[src/rtl/itf_pkg.sv]
// Shared types, codes and helper functions for the integer text formatter.
`timescale 1ns / 1ps
package itf_pkg;

	// Largest number of characters in one formatted field.
	localparam int MAX_CHARS = 64;

	// Radix codes.
	localparam logic [1:0] RADIX_DEC = 2'd0;
	localparam logic [1:0] RADIX_HEX = 2'd1;
	localparam logic [1:0] RADIX_OCT = 2'd2;
	localparam logic [1:0] RADIX_BIN = 2'd3;

	// Configuration register indexes.
	localparam logic [2:0] REG_RADIX = 3'd0;
	localparam logic [2:0] REG_WIDTH = 3'd1;
	localparam logic [2:0] REG_PAD   = 3'd2;
	localparam logic [2:0] REG_LEFT  = 3'd3;
	localparam logic [2:0] REG_FULL  = 3'd4;
	localparam logic [2:0] REG_ZPAD  = 3'd5;

	// Type width codes.
	localparam logic [1:0] TW_8  = 2'd0;
	localparam logic [1:0] TW_16 = 2'd1;
	localparam logic [1:0] TW_32 = 2'd2;
	localparam logic [1:0] TW_64 = 2'd3;

	// Output phases of one field.
	localparam logic [1:0] PH_PRE  = 2'd0;
	localparam logic [1:0] PH_PFX  = 2'd1;
	localparam logic [1:0] PH_DIG  = 2'd2;
	localparam logic [1:0] PH_POST = 2'd3;

	// ASCII characters.
	localparam logic [7:0] CH_SPACE = 8'h20;
	localparam logic [7:0] CH_QUEST = 8'h3F;
	localparam logic [7:0] CH_MINUS = 8'h2D;
	localparam logic [7:0] CH_PLUS  = 8'h2B;
	localparam logic [7:0] CH_ZERO  = 8'h30;
	localparam logic [7:0] CH_X     = 8'h78;
	localparam logic [7:0] CH_O     = 8'h6F;
	localparam logic [7:0] CH_B     = 8'h62;

	// Commands from the controller to the datapath.
	typedef struct packed {
		logic       load;
		logic       conv;
		logic       meas;
		logic       plan;
		logic       emit;
		logic [1:0] phase;
		logic [6:0] cnt;
		logic       last;
	} cmd_t;

	// Status from the datapath: mode and the length of each phase.
	typedef struct packed {
		logic       is_dec;
		logic [6:0] pre_n;
		logic [6:0] pfx_n;
		logic [6:0] dig_n;
		logic [6:0] post_n;
	} stat_t;

	// Upper-case hex digit.
	function automatic logic [7:0] hex_char(input logic [3:0] d);
		if (d < 4'd10) begin
			return CH_ZERO + {4'd0, d};
		end
		return 8'h37 + {4'd0, d};
	endfunction

	// Digits needed to show the whole type width in a power-of-two radix.
	function automatic logic [6:0] zero_digits(input logic [1:0] radix, input logic [1:0] tw);
		logic [6:0] r;
		r = 7'd1;
		unique case (radix)
			RADIX_HEX: begin
				unique case (tw)
					TW_8:    r = 7'd2;
					TW_16:   r = 7'd4;
					TW_32:   r = 7'd8;
					default: r = 7'd16;
				endcase
			end
			RADIX_OCT: begin
				unique case (tw)
					TW_8:    r = 7'd3;
					TW_16:   r = 7'd6;
					TW_32:   r = 7'd11;
					default: r = 7'd22;
				endcase
			end
			RADIX_BIN: begin
				unique case (tw)
					TW_8:    r = 7'd8;
					TW_16:   r = 7'd16;
					TW_32:   r = 7'd32;
					default: r = 7'd64;
				endcase
			end
			default: r = 7'd1;
		endcase
		return r;
	endfunction

endpackage

[src/rtl/itf_ctrl.sv]
// Controller state machine: sequences conversion, sizing and character output.
`timescale 1ns / 1ps
module itf_ctrl import itf_pkg::*; (
	input  logic  clk,
	input  logic  arst_n,
	input  logic  in_valid,
	output logic  in_ready,
	output logic  out_valid,
	input  logic  out_ready,
	input  stat_t stat,
	output cmd_t  cmd
);

	localparam logic [2:0] ST_IDLE = 3'd0;
	localparam logic [2:0] ST_CONV = 3'd1;
	localparam logic [2:0] ST_MEAS = 3'd2;
	localparam logic [2:0] ST_PLAN = 3'd3;
	localparam logic [2:0] ST_EMIT = 3'd4;

	logic [2:0] state_q, state_d;
	logic [5:0] bit_q;
	logic [1:0] phase_q;
	logic [6:0] cnt_q;
	logic       valid_q;
	logic [6:0] plen [4];
	logic [1:0] eff;
	logic       later_nz;
	logic       cur_done;
	logic       out_free;
	logic       accept;

	assign plen[0] = stat.pre_n;
	assign plen[1] = stat.pfx_n;
	assign plen[2] = stat.dig_n;
	assign plen[3] = stat.post_n;

	assign in_ready  = (state_q == ST_IDLE);
	assign accept    = in_valid && in_ready;
	assign out_valid = valid_q;
	assign out_free  = !valid_q || out_ready;

	// Skip phases that are empty and look for characters after this one.
	always_comb begin
		eff = PH_POST;
		for (int i = 3; i >= 0; i--) begin
			if (2'(i) >= phase_q && plen[i] != 7'd0) begin
				eff = 2'(i);
			end
		end
		later_nz = 1'b0;
		for (int i = 0; i < 4; i++) begin
			if (2'(i) > eff && plen[i] != 7'd0) begin
				later_nz = 1'b1;
			end
		end
		cur_done = (cnt_q + 7'd1 >= plen[eff]);
	end

	// Commands.
	always_comb begin
		cmd       = '0;
		cmd.load  = accept;
		cmd.conv  = (state_q == ST_CONV);
		cmd.meas  = (state_q == ST_MEAS);
		cmd.plan  = (state_q == ST_PLAN);
		cmd.emit  = (state_q == ST_EMIT) && out_free;
		cmd.phase = eff;
		cmd.cnt   = cnt_q;
		cmd.last  = cur_done && !later_nz;
	end

	// Next state.
	always_comb begin
		state_d = state_q;
		unique case (state_q)
			ST_IDLE: begin
				if (accept) begin
					state_d = stat.is_dec ? ST_CONV : ST_MEAS;
				end
			end
			ST_CONV: begin
				if (bit_q == 6'd63) begin
					state_d = ST_MEAS;
				end
			end
			ST_MEAS: state_d = ST_PLAN;
			ST_PLAN: state_d = ST_EMIT;
			ST_EMIT: begin
				if (cmd.emit && cmd.last) begin
					state_d = ST_IDLE;
				end
			end
			default: state_d = ST_IDLE;
		endcase
	end

	// State, counters and output valid.
	always_ff @(posedge clk or negedge arst_n) begin
		if (!arst_n) begin
			state_q <= ST_IDLE;
			bit_q   <= '0;
			phase_q <= PH_PRE;
			cnt_q   <= '0;
			valid_q <= 1'b0;
		end else begin
			state_q <= state_d;
			if (state_q == ST_CONV) begin
				bit_q <= bit_q + 6'd1;
			end else begin
				bit_q <= '0;
			end
			if (state_q == ST_PLAN) begin
				phase_q <= PH_PRE;
				cnt_q   <= '0;
			end else if (cmd.emit) begin
				if (cur_done) begin
					phase_q <= (eff == PH_POST) ? PH_POST : eff + 2'd1;
					cnt_q   <= '0;
				end else begin
					phase_q <= eff;
					cnt_q   <= cnt_q + 7'd1;
				end
			end
			if (cmd.emit) begin
				valid_q <= 1'b1;
			end else if (out_ready) begin
				valid_q <= 1'b0;
			end
		end
	end

endmodule

[src/rtl/itf_dp.sv]
// Datapath: configuration registers, binary to BCD converter, sizing and character select.
`timescale 1ns / 1ps
module itf_dp import itf_pkg::*; (
	input  logic        clk,
	input  logic        arst_n,
	input  logic        wr_en,
	input  logic [2:0]  wr_index,
	input  logic [6:0]  wr_data,
	input  logic [63:0] value,
	input  logic        is_signed,
	input  logic [1:0]  type_width,
	input  cmd_t        cmd,
	output stat_t       stat,
	output logic [7:0]  text_char,
	output logic        last_char
);

	logic [1:0]  radix_q;
	logic [6:0]  width_q;
	logic        pad_q, left_q, full_q, zpad_q;

	logic [63:0] v_q, mag_q;
	logic [79:0] bcd_q;
	logic        neg_q;
	logic [1:0]  tw_q;
	logic [6:0]  nd_q;
	logic        fits_q;
	stat_t       stat_q;
	logic [7:0]  char_q;
	logic        last_q;

	logic [63:0] mask, v_m, mag_in;
	logic        neg_in;
	logic [79:0] bcd_adj;
	logic [6:0]  nd_dec, nd_bin;
	logic [5:0]  msb;
	logic [6:0]  ndec3;

	// Configuration registers.
	always_ff @(posedge clk or negedge arst_n) begin
		if (!arst_n) begin
			radix_q <= RADIX_DEC;
			width_q <= '0;
			pad_q   <= 1'b0;
			left_q  <= 1'b0;
			full_q  <= 1'b0;
			zpad_q  <= 1'b1;
		end else if (wr_en) begin
			unique case (wr_index)
				REG_RADIX: radix_q <= wr_data[1:0];
				REG_WIDTH: width_q <= wr_data;
				REG_PAD:   pad_q   <= wr_data[0];
				REG_LEFT:  left_q  <= wr_data[0];
				REG_FULL:  full_q  <= wr_data[0];
				REG_ZPAD:  zpad_q  <= wr_data[0];
				default: ;
			endcase
		end
	end

	// Mask to the type width, find the sign and the magnitude.
	always_comb begin
		unique case (type_width)
			TW_8:    mask = 64'h0000_0000_0000_00FF;
			TW_16:   mask = 64'h0000_0000_0000_FFFF;
			TW_32:   mask = 64'h0000_0000_FFFF_FFFF;
			default: mask = '1;
		endcase
		v_m = value & mask;
		unique case (type_width)
			TW_8:    neg_in = is_signed && v_m[7];
			TW_16:   neg_in = is_signed && v_m[15];
			TW_32:   neg_in = is_signed && v_m[31];
			default: neg_in = is_signed && v_m[63];
		endcase
		mag_in = neg_in ? ((~v_m + 64'd1) & mask) : v_m;
	end

	// Double-dabble correction of every BCD digit.
	always_comb begin
		for (int i = 0; i < 20; i++) begin
			bcd_adj[i*4 +: 4] = (bcd_q[i*4 +: 4] >= 4'd5) ? bcd_q[i*4 +: 4] + 4'd3
				: bcd_q[i*4 +: 4];
		end
	end

	// Number of significant digits.
	always_comb begin
		nd_dec = 7'd1;
		for (int i = 0; i < 20; i++) begin
			if (bcd_q[i*4 +: 4] != 4'd0) begin
				nd_dec = 7'(i + 1);
			end
		end
		msb = '0;
		for (int i = 0; i < 64; i++) begin
			if (v_q[i]) begin
				msb = 6'(i);
			end
		end
		ndec3 = 7'(({7'd0, msb} * 13'd43) >> 7);
		unique case (radix_q)
			RADIX_HEX: nd_bin = {3'd0, msb[5:2]} + 7'd1;
			RADIX_OCT: nd_bin = ndec3 + 7'd1;
			default:   nd_bin = {1'b0, msb} + 7'd1;
		endcase
	end

	// Input capture, conversion steps and digit count.
	always_ff @(posedge clk) begin
		if (cmd.load) begin
			v_q   <= v_m;
			mag_q <= mag_in;
			neg_q <= neg_in;
			tw_q  <= type_width;
			bcd_q <= '0;
		end else if (cmd.conv) begin
			bcd_q <= {bcd_adj[78:0], mag_q[63]};
			mag_q <= {mag_q[62:0], 1'b0};
		end
		if (cmd.meas) begin
			nd_q <= (radix_q == RADIX_DEC) ? nd_dec : nd_bin;
		end
	end

	// Field sizing.
	logic [7:0] w, hdr, zp, nd_f, len, npad;
	logic       padon, fits;
	always_comb begin
		if (width_q == 7'd0 || width_q > 7'(MAX_CHARS)) begin
			w = 8'(MAX_CHARS);
		end else begin
			w = {1'b0, width_q};
		end
		padon = pad_q && (width_q != 7'd0);
		zp    = {1'b0, zero_digits(radix_q, tw_q)};
		nd_f  = {1'b0, nd_q};
		if (radix_q == RADIX_DEC) begin
			hdr = {7'd0, neg_q || full_q};
		end else begin
			hdr = full_q ? 8'd2 : 8'd0;
		end
		fits = (hdr + nd_f <= w);
		if (radix_q != RADIX_DEC && zpad_q && zp > nd_f) begin
			nd_f = (hdr + zp > w) ? w - hdr : zp;
		end
		if (!fits) begin
			hdr  = 8'd1;
			nd_f = 8'd0;
		end
		len  = hdr + nd_f;
		npad = (padon && w > len) ? w - len : 8'd0;
	end

	always_ff @(posedge clk or negedge arst_n) begin
		if (!arst_n) begin
			stat_q <= '0;
			fits_q <= 1'b1;
		end else if (cmd.plan) begin
			stat_q.pfx_n  <= hdr[6:0];
			stat_q.dig_n  <= nd_f[6:0];
			stat_q.pre_n  <= left_q ? 7'd0 : npad[6:0];
			stat_q.post_n <= left_q ? npad[6:0] : 7'd0;
			fits_q        <= fits;
		end
	end

	assign stat.is_dec = (radix_q == RADIX_DEC);
	assign stat.pre_n  = stat_q.pre_n;
	assign stat.pfx_n  = stat_q.pfx_n;
	assign stat.dig_n  = stat_q.dig_n;
	assign stat.post_n = stat_q.post_n;

	// Character select.
	logic [6:0]  idx;
	logic [7:0]  sh;
	logic [63:0] shv;
	logic [3:0]  dig;
	logic [7:0]  ch;
	always_comb begin
		idx = stat_q.dig_n - 7'd1 - cmd.cnt;
		unique case (radix_q)
			RADIX_HEX: sh = {idx, 1'b0} << 1;
			RADIX_OCT: sh = {1'b0, idx} + {idx, 1'b0};
			default:   sh = {1'b0, idx};
		endcase
		shv = v_q >> sh[5:0];
		unique case (radix_q)
			RADIX_DEC: dig = bcd_q[idx[4:0]*4 +: 4];
			RADIX_HEX: dig = shv[3:0];
			RADIX_OCT: dig = {1'b0, shv[2:0]};
			default:   dig = {3'b0, shv[0]};
		endcase
		unique case (cmd.phase)
			PH_PFX: begin
				if (!fits_q) begin
					ch = CH_QUEST;
				end else if (radix_q == RADIX_DEC) begin
					ch = neg_q ? CH_MINUS : CH_PLUS;
				end else if (cmd.cnt == 7'd0) begin
					ch = CH_ZERO;
				end else begin
					ch = (radix_q == RADIX_HEX) ? CH_X : ((radix_q == RADIX_OCT) ? CH_O : CH_B);
				end
			end
			PH_DIG:  ch = hex_char(dig);
			default: ch = CH_SPACE;
		endcase
	end

	// Output register.
	always_ff @(posedge clk) begin
		if (cmd.emit) begin
			char_q <= ch;
			last_q <= cmd.last;
		end
	end

	assign text_char = char_q;
	assign last_char = last_q;

endmodule

[src/rtl/integer_to_text_formatter.sv]
// Top level of the integer to ASCII text formatter.
//
// Channel   Direction  tdata                     tuser / tlast
// s_axis    in         [63:0] value              tuser [0] is_signed, [2:1] type_width
// m_axis    out        [7:0] text_char           tlast last_char
// wr_*      in         register write: index, 7-bit data
//
// A request is loaded, then converted from binary to BCD in decimal mode only
// (conversion is skipped otherwise), then the field is sized in the measure and
// plan steps, then one character is sent per cycle while the output is taken.
// Output stalls hold the sequence; a new request is taken once the last character
// sits in the output register. Reset is asynchronous and clears the control state.
`timescale 1ns / 1ps
module integer_to_text_formatter import itf_pkg::*; (
	input  logic        clk,
	input  logic        arst_n,
	input  logic        wr_en,
	input  logic [2:0]  wr_index,
	input  logic [6:0]  wr_data,
	input  logic        s_axis_tvalid,
	output logic        s_axis_tready,
	input  logic [63:0] s_axis_tdata,   // [63:0] value
	input  logic [2:0]  s_axis_tuser,   // [0] is_signed, [2:1] type_width
	output logic        m_axis_tvalid,
	input  logic        m_axis_tready,
	output logic [7:0]  m_axis_tdata,   // [7:0] text_char
	output logic        m_axis_tlast
);

	cmd_t  cmd;
	stat_t stat;

	itf_ctrl u_ctrl (
		.clk       (clk),
		.arst_n    (arst_n),
		.in_valid  (s_axis_tvalid),
		.in_ready  (s_axis_tready),
		.out_valid (m_axis_tvalid),
		.out_ready (m_axis_tready),
		.stat      (stat),
		.cmd       (cmd)
	);

	itf_dp u_dp (
		.clk        (clk),
		.arst_n     (arst_n),
		.wr_en      (wr_en),
		.wr_index   (wr_index),
		.wr_data    (wr_data),
		.value      (s_axis_tdata),
		.is_signed  (s_axis_tuser[0]),
		.type_width (s_axis_tuser[2:1]),
		.cmd        (cmd),
		.stat       (stat),
		.text_char  (m_axis_tdata),
		.last_char  (m_axis_tlast)
	);

endmodule
[config.mk]
export PLATFORM = sky130hd
export DESIGN_NAME = integer_to_text_formatter
export DESIGN_NICKNAME = d
export VERILOG_FILES = /design/src/rtl/itf_pkg.sv /design/src/rtl/itf_ctrl.sv /design/src/rtl/itf_dp.sv /design/src/rtl/integer_to_text_formatter.sv
export SDC_FILE = /design/constraint.sdc
export NUM_CORES = 1
export LEC_CHECK = 0
export BUFFER_PORTS_ARGS = -buffer_cell sky130_fd_sc_hd__buf_2
export CORE_MARGIN = 1
export CORE_UTILIZATION = 25
export CTS_CLUSTER_DIAMETER = 120
export DETAILED_ROUTE_END_ITERATION = 8
export PLACE_DENSITY = 0.47
export SLEW_MARGIN = 20
export SYNTH_ARGS = -nofsm -noshare
export SYNTH_HDL_FRONTEND = slang
export SYNTH_SLANG_ARGS = --single-unit
[constraint.sdc]
create_clock -name clk -period 7.54 [get_ports clk]
set_clock_uncertainty 0.15 [all_clocks]
set_input_delay 1.508 -clock clk [delete_from_list [all_inputs] [get_ports clk]]
set_output_delay 1.508 -clock clk [all_outputs]
set_load 0.02 [all_outputs]
==> flow_summary.yaml <==
pwr:
  powerDensity_nw_per_um2: 468
  leakagePower_nw: 9.35
  peakVddDrop_uv: 249
clock_network:
  ctsLongestPathBuffers: 3
  htree_levels: 2
  ctsHoldBuffers: 0
  clock-sinks: 282
  clkTransAtPathRegs_ns: 0.06
  cts_tree: "built"
  cts_inserted_buffers: 37
  cts_setup_buffers: 0
  clock_latency_ns: 0.56
  cts-root-buf: "clkbuf_16"
  cts_resized: 0
timing:
  fmax_mhz: 144
  final-hold-violation-count: 0
  final.setup.tns_ns: 0
  finalSetupViolCount: 0
  slew_viol_final: 0
  rsz0062_at_grt: "false"
  tightest_slew_ns: 1.07
  slew_headroom_pct: 28.7
  period_needed_ns: 6.93
  min_period_over_period_pct: 91.9
flow_run:
  maxCapViolCount: 0
floorplanning:
  num_io_pins: 93
  core-area_um2: 82500
  die_width_um: 292
  dieArea_um2: 85000
  rows: 105
  initial_utilization_pct: 25.4
  die_h_um: 292
synth:
  avgSynthCellArea_um2: 8.82
  yosysSeqAreaShare_pct: 35.2
  synth-seq-cells: 282
  synth-edff-count: 146
  synth_cell_type_count: 100
  synth_ff_type: "edfxtp_1"
  synthArstFlopShare_pct: 19.9
  syn-cell-area_um2: 21000
  syn_nets: 2600
  yosysWarnings: 0
  synthCells: 2376
drt:
  wirelength_um: 63600
  drc: 0
  vias: 17830
  ant_nets: 0
  drt_pass1_iterations: 5
  via_per_inst: 5.06
  first_iter_violations: 1217
  post_drt_wl_per_cell_um: 18.0
finish:
  num_antenna_cells: 0
  drive_above_1_share_pct: 10.9
  layout_commonest_cell: "o21ai_0"
  layout_common_cells: "o21ai_0, nand2_1, nor2_1"
  utilization_pct: 28.7
  synthToLayoutAreaGrowth_pct: 13.0
  nets: 2651
placed_design:
  place.gp.congestion: 0.870
  io_buffers: 91
  dp_hpwl_um: 47300
critical_path:
  crit_type: "register to register"
  crit_slowest_cell: "fa_1"
  critPathMaxStageDelay_ns: 0.56
  required_ns: 7.89
  start_kind: "register"
  reg2regPathDepth: 32
  crit_start: "u_dp.radix_q[0]"
  path_max_fanout: 15
  crit_path_end_kind: "register"
  r2r-start: "u_dp.radix_q[0]"
  crit_arrival_ns: 7.28
run_status:
  outcome: "complete, no violations"
grt:
  antenna_found_initial: 0
  grt_pass1_wl_um: 100000
  track_usage_pct: 14.6
  grt_max_degree: 87
  grt_pass1_vias: 17792
  grt_remaining_overflow: 0
worst_hold_path:
  min-delay-start: "u_ctrl.bit_q[0]"
  hold_depth: 1
  hold_class: "register to register"
[cells by family after synthesis]
kind of cell | share of synthesized area (%)
xor+xnor | 5.78
mux | 7.80
other cells | 0.0179
fa+ha+maj | 8.87
flops | 35.2
compound gates | 18.5
buf+inv | 4.94
simple gates | 18.8
[registers in the layout, summed over array words and instances, names as in the netlist, 2 cells and up]
register and cells:
u_dp.mag_q 64, u_dp.nd_q 7, u_dp.text_char 7, u_dp.v_q 64, u_ctrl.state_q 3, u_ctrl.phase_q 2
u_dp.bcd_q 80, u_ctrl.cnt_q 7, u_dp.tw_q 2, u_ctrl.bit_q 6, u_dp.radix_q 2, u_dp.stat 23
u_dp.width_q 7
[cell type report]
type / count / area (µm²)
clock buffer: 47 / 1010
fill: 8787 / 58800
timing repair buffer: 123 / 696
sequential: 282 / 7390
multi-input combinational: 1848 / 12600
tap: 1070 / 1340
inverter: 135 / 509
clock inverter: 19 / 161
[report_power, final]
| group | switching (mW) | internal (mW) | leakage, nW |
|---|---|---|---|
| clock | 0.730 | 1.03 | 0.581 |
| combinational | 4.03 | 2.50 | 6.02 |
| sequential | 0.494 | 2.31 | 2.76 |
[metrics by stage]
step                      worst slack, ns  hold WS, ns  instances  total power, mW  area [µm²]
final                               0.610        0.331       3524             11.1       23700
after global routing               0.0759        0.356       3524             12.0       23700
after CTS                           0.645        0.332       3524             11.2       23700
after detailed placement            0.668        0.324       3458             9.34       22500
after global placement              0.754        0.321       3458             9.24       22500
after floorplan                     0.394        0.268       2376             7.57       21000
[per-layer routing]
layer | global-route usage [%] | vias up | wire [µm]
met1 | 19.8 | 8656 | 30300
li1 | - | 8706 | -
met5 | 0 | - | 0
met4 | 3.25 | 0 | 1050
met3 | 2.34 | 68 | 2700
met2 | 24.3 | 400 | 29500
[cells in the mapped netlist (all sizes together), types with 7 or more instances]
| master | n | area, µm² |
|---|---|---|
| xnor2 | 78 | 683 |
| o22ai | 17 | 106 |
| dfxtp | 80 | 1600 |
| buf | 40 | 261 |
| nand3 | 112 | 561 |
| a211oi | 24 | 190 |
| mux2 | 23 | 263 |
| nor3 | 39 | 200 |
| edfxtp | 146 | 4380 |
| and3 | 39 | 244 |
| o21ai | 241 | 1220 |
| mux4 | 27 | 612 |
| fa | 11 | 220 |
| o21a | 12 | 90.1 |
| nor3b | 25 | 188 |
| a31oi | 24 | 156 |
| o211ai | 15 | 113 |
| o31ai | 26 | 228 |
| nand4 | 9 | 56.3 |
| nand2b | 53 | 332 |
| dfrtp | 54 | 1350 |
| inv | 133 | 499 |
| nor2 | 190 | 721 |
| clkbuf | 71 | 267 |
| ha | 131 | 1640 |
| or2 | 12 | 75.1 |
| mux2i | 76 | 761 |
| a32o | 19 | 190 |
| and2 | 39 | 246 |
| or4 | 7 | 52.6 |
| nand2 | 220 | 833 |
| nor2b | 16 | 100 |
| o21bai | 9 | 67.6 |
| a21o | 14 | 105 |
| xor2 | 57 | 507 |
| o32ai | 7 | 61.3 |
| nor4 | 21 | 131 |
| a21oi | 185 | 945 |
[critical path: cells and delay by family (launching register included)]
family / cells / cell delay (ns)
AND/OR/NAND/NOR: 5 / 1.06
multiplexers: 1 / 0.09
flip-flops: 1 / 0.47
AO/OA/AOI/OAI: 13 / 1.81
adder cells (fa/ha/maj): 7 / 2.52
buffers and inverters: 6 / 0.78
[worst paths after layout]
path,endpoint,slack (ns)
min in group asynchronous,u_ctrl.out_valid,0.94
min,u_ctrl.bit_q[0],0.33
min reg2reg,u_ctrl.bit_q[0],0.33
max,u_dp.stat[5],0.61
max reg2reg,u_dp.stat[5],0.61
max in group asynchronous,u_dp.width_q[2],5.79
No activity file was read; power rests on OpenSTA's default activity.
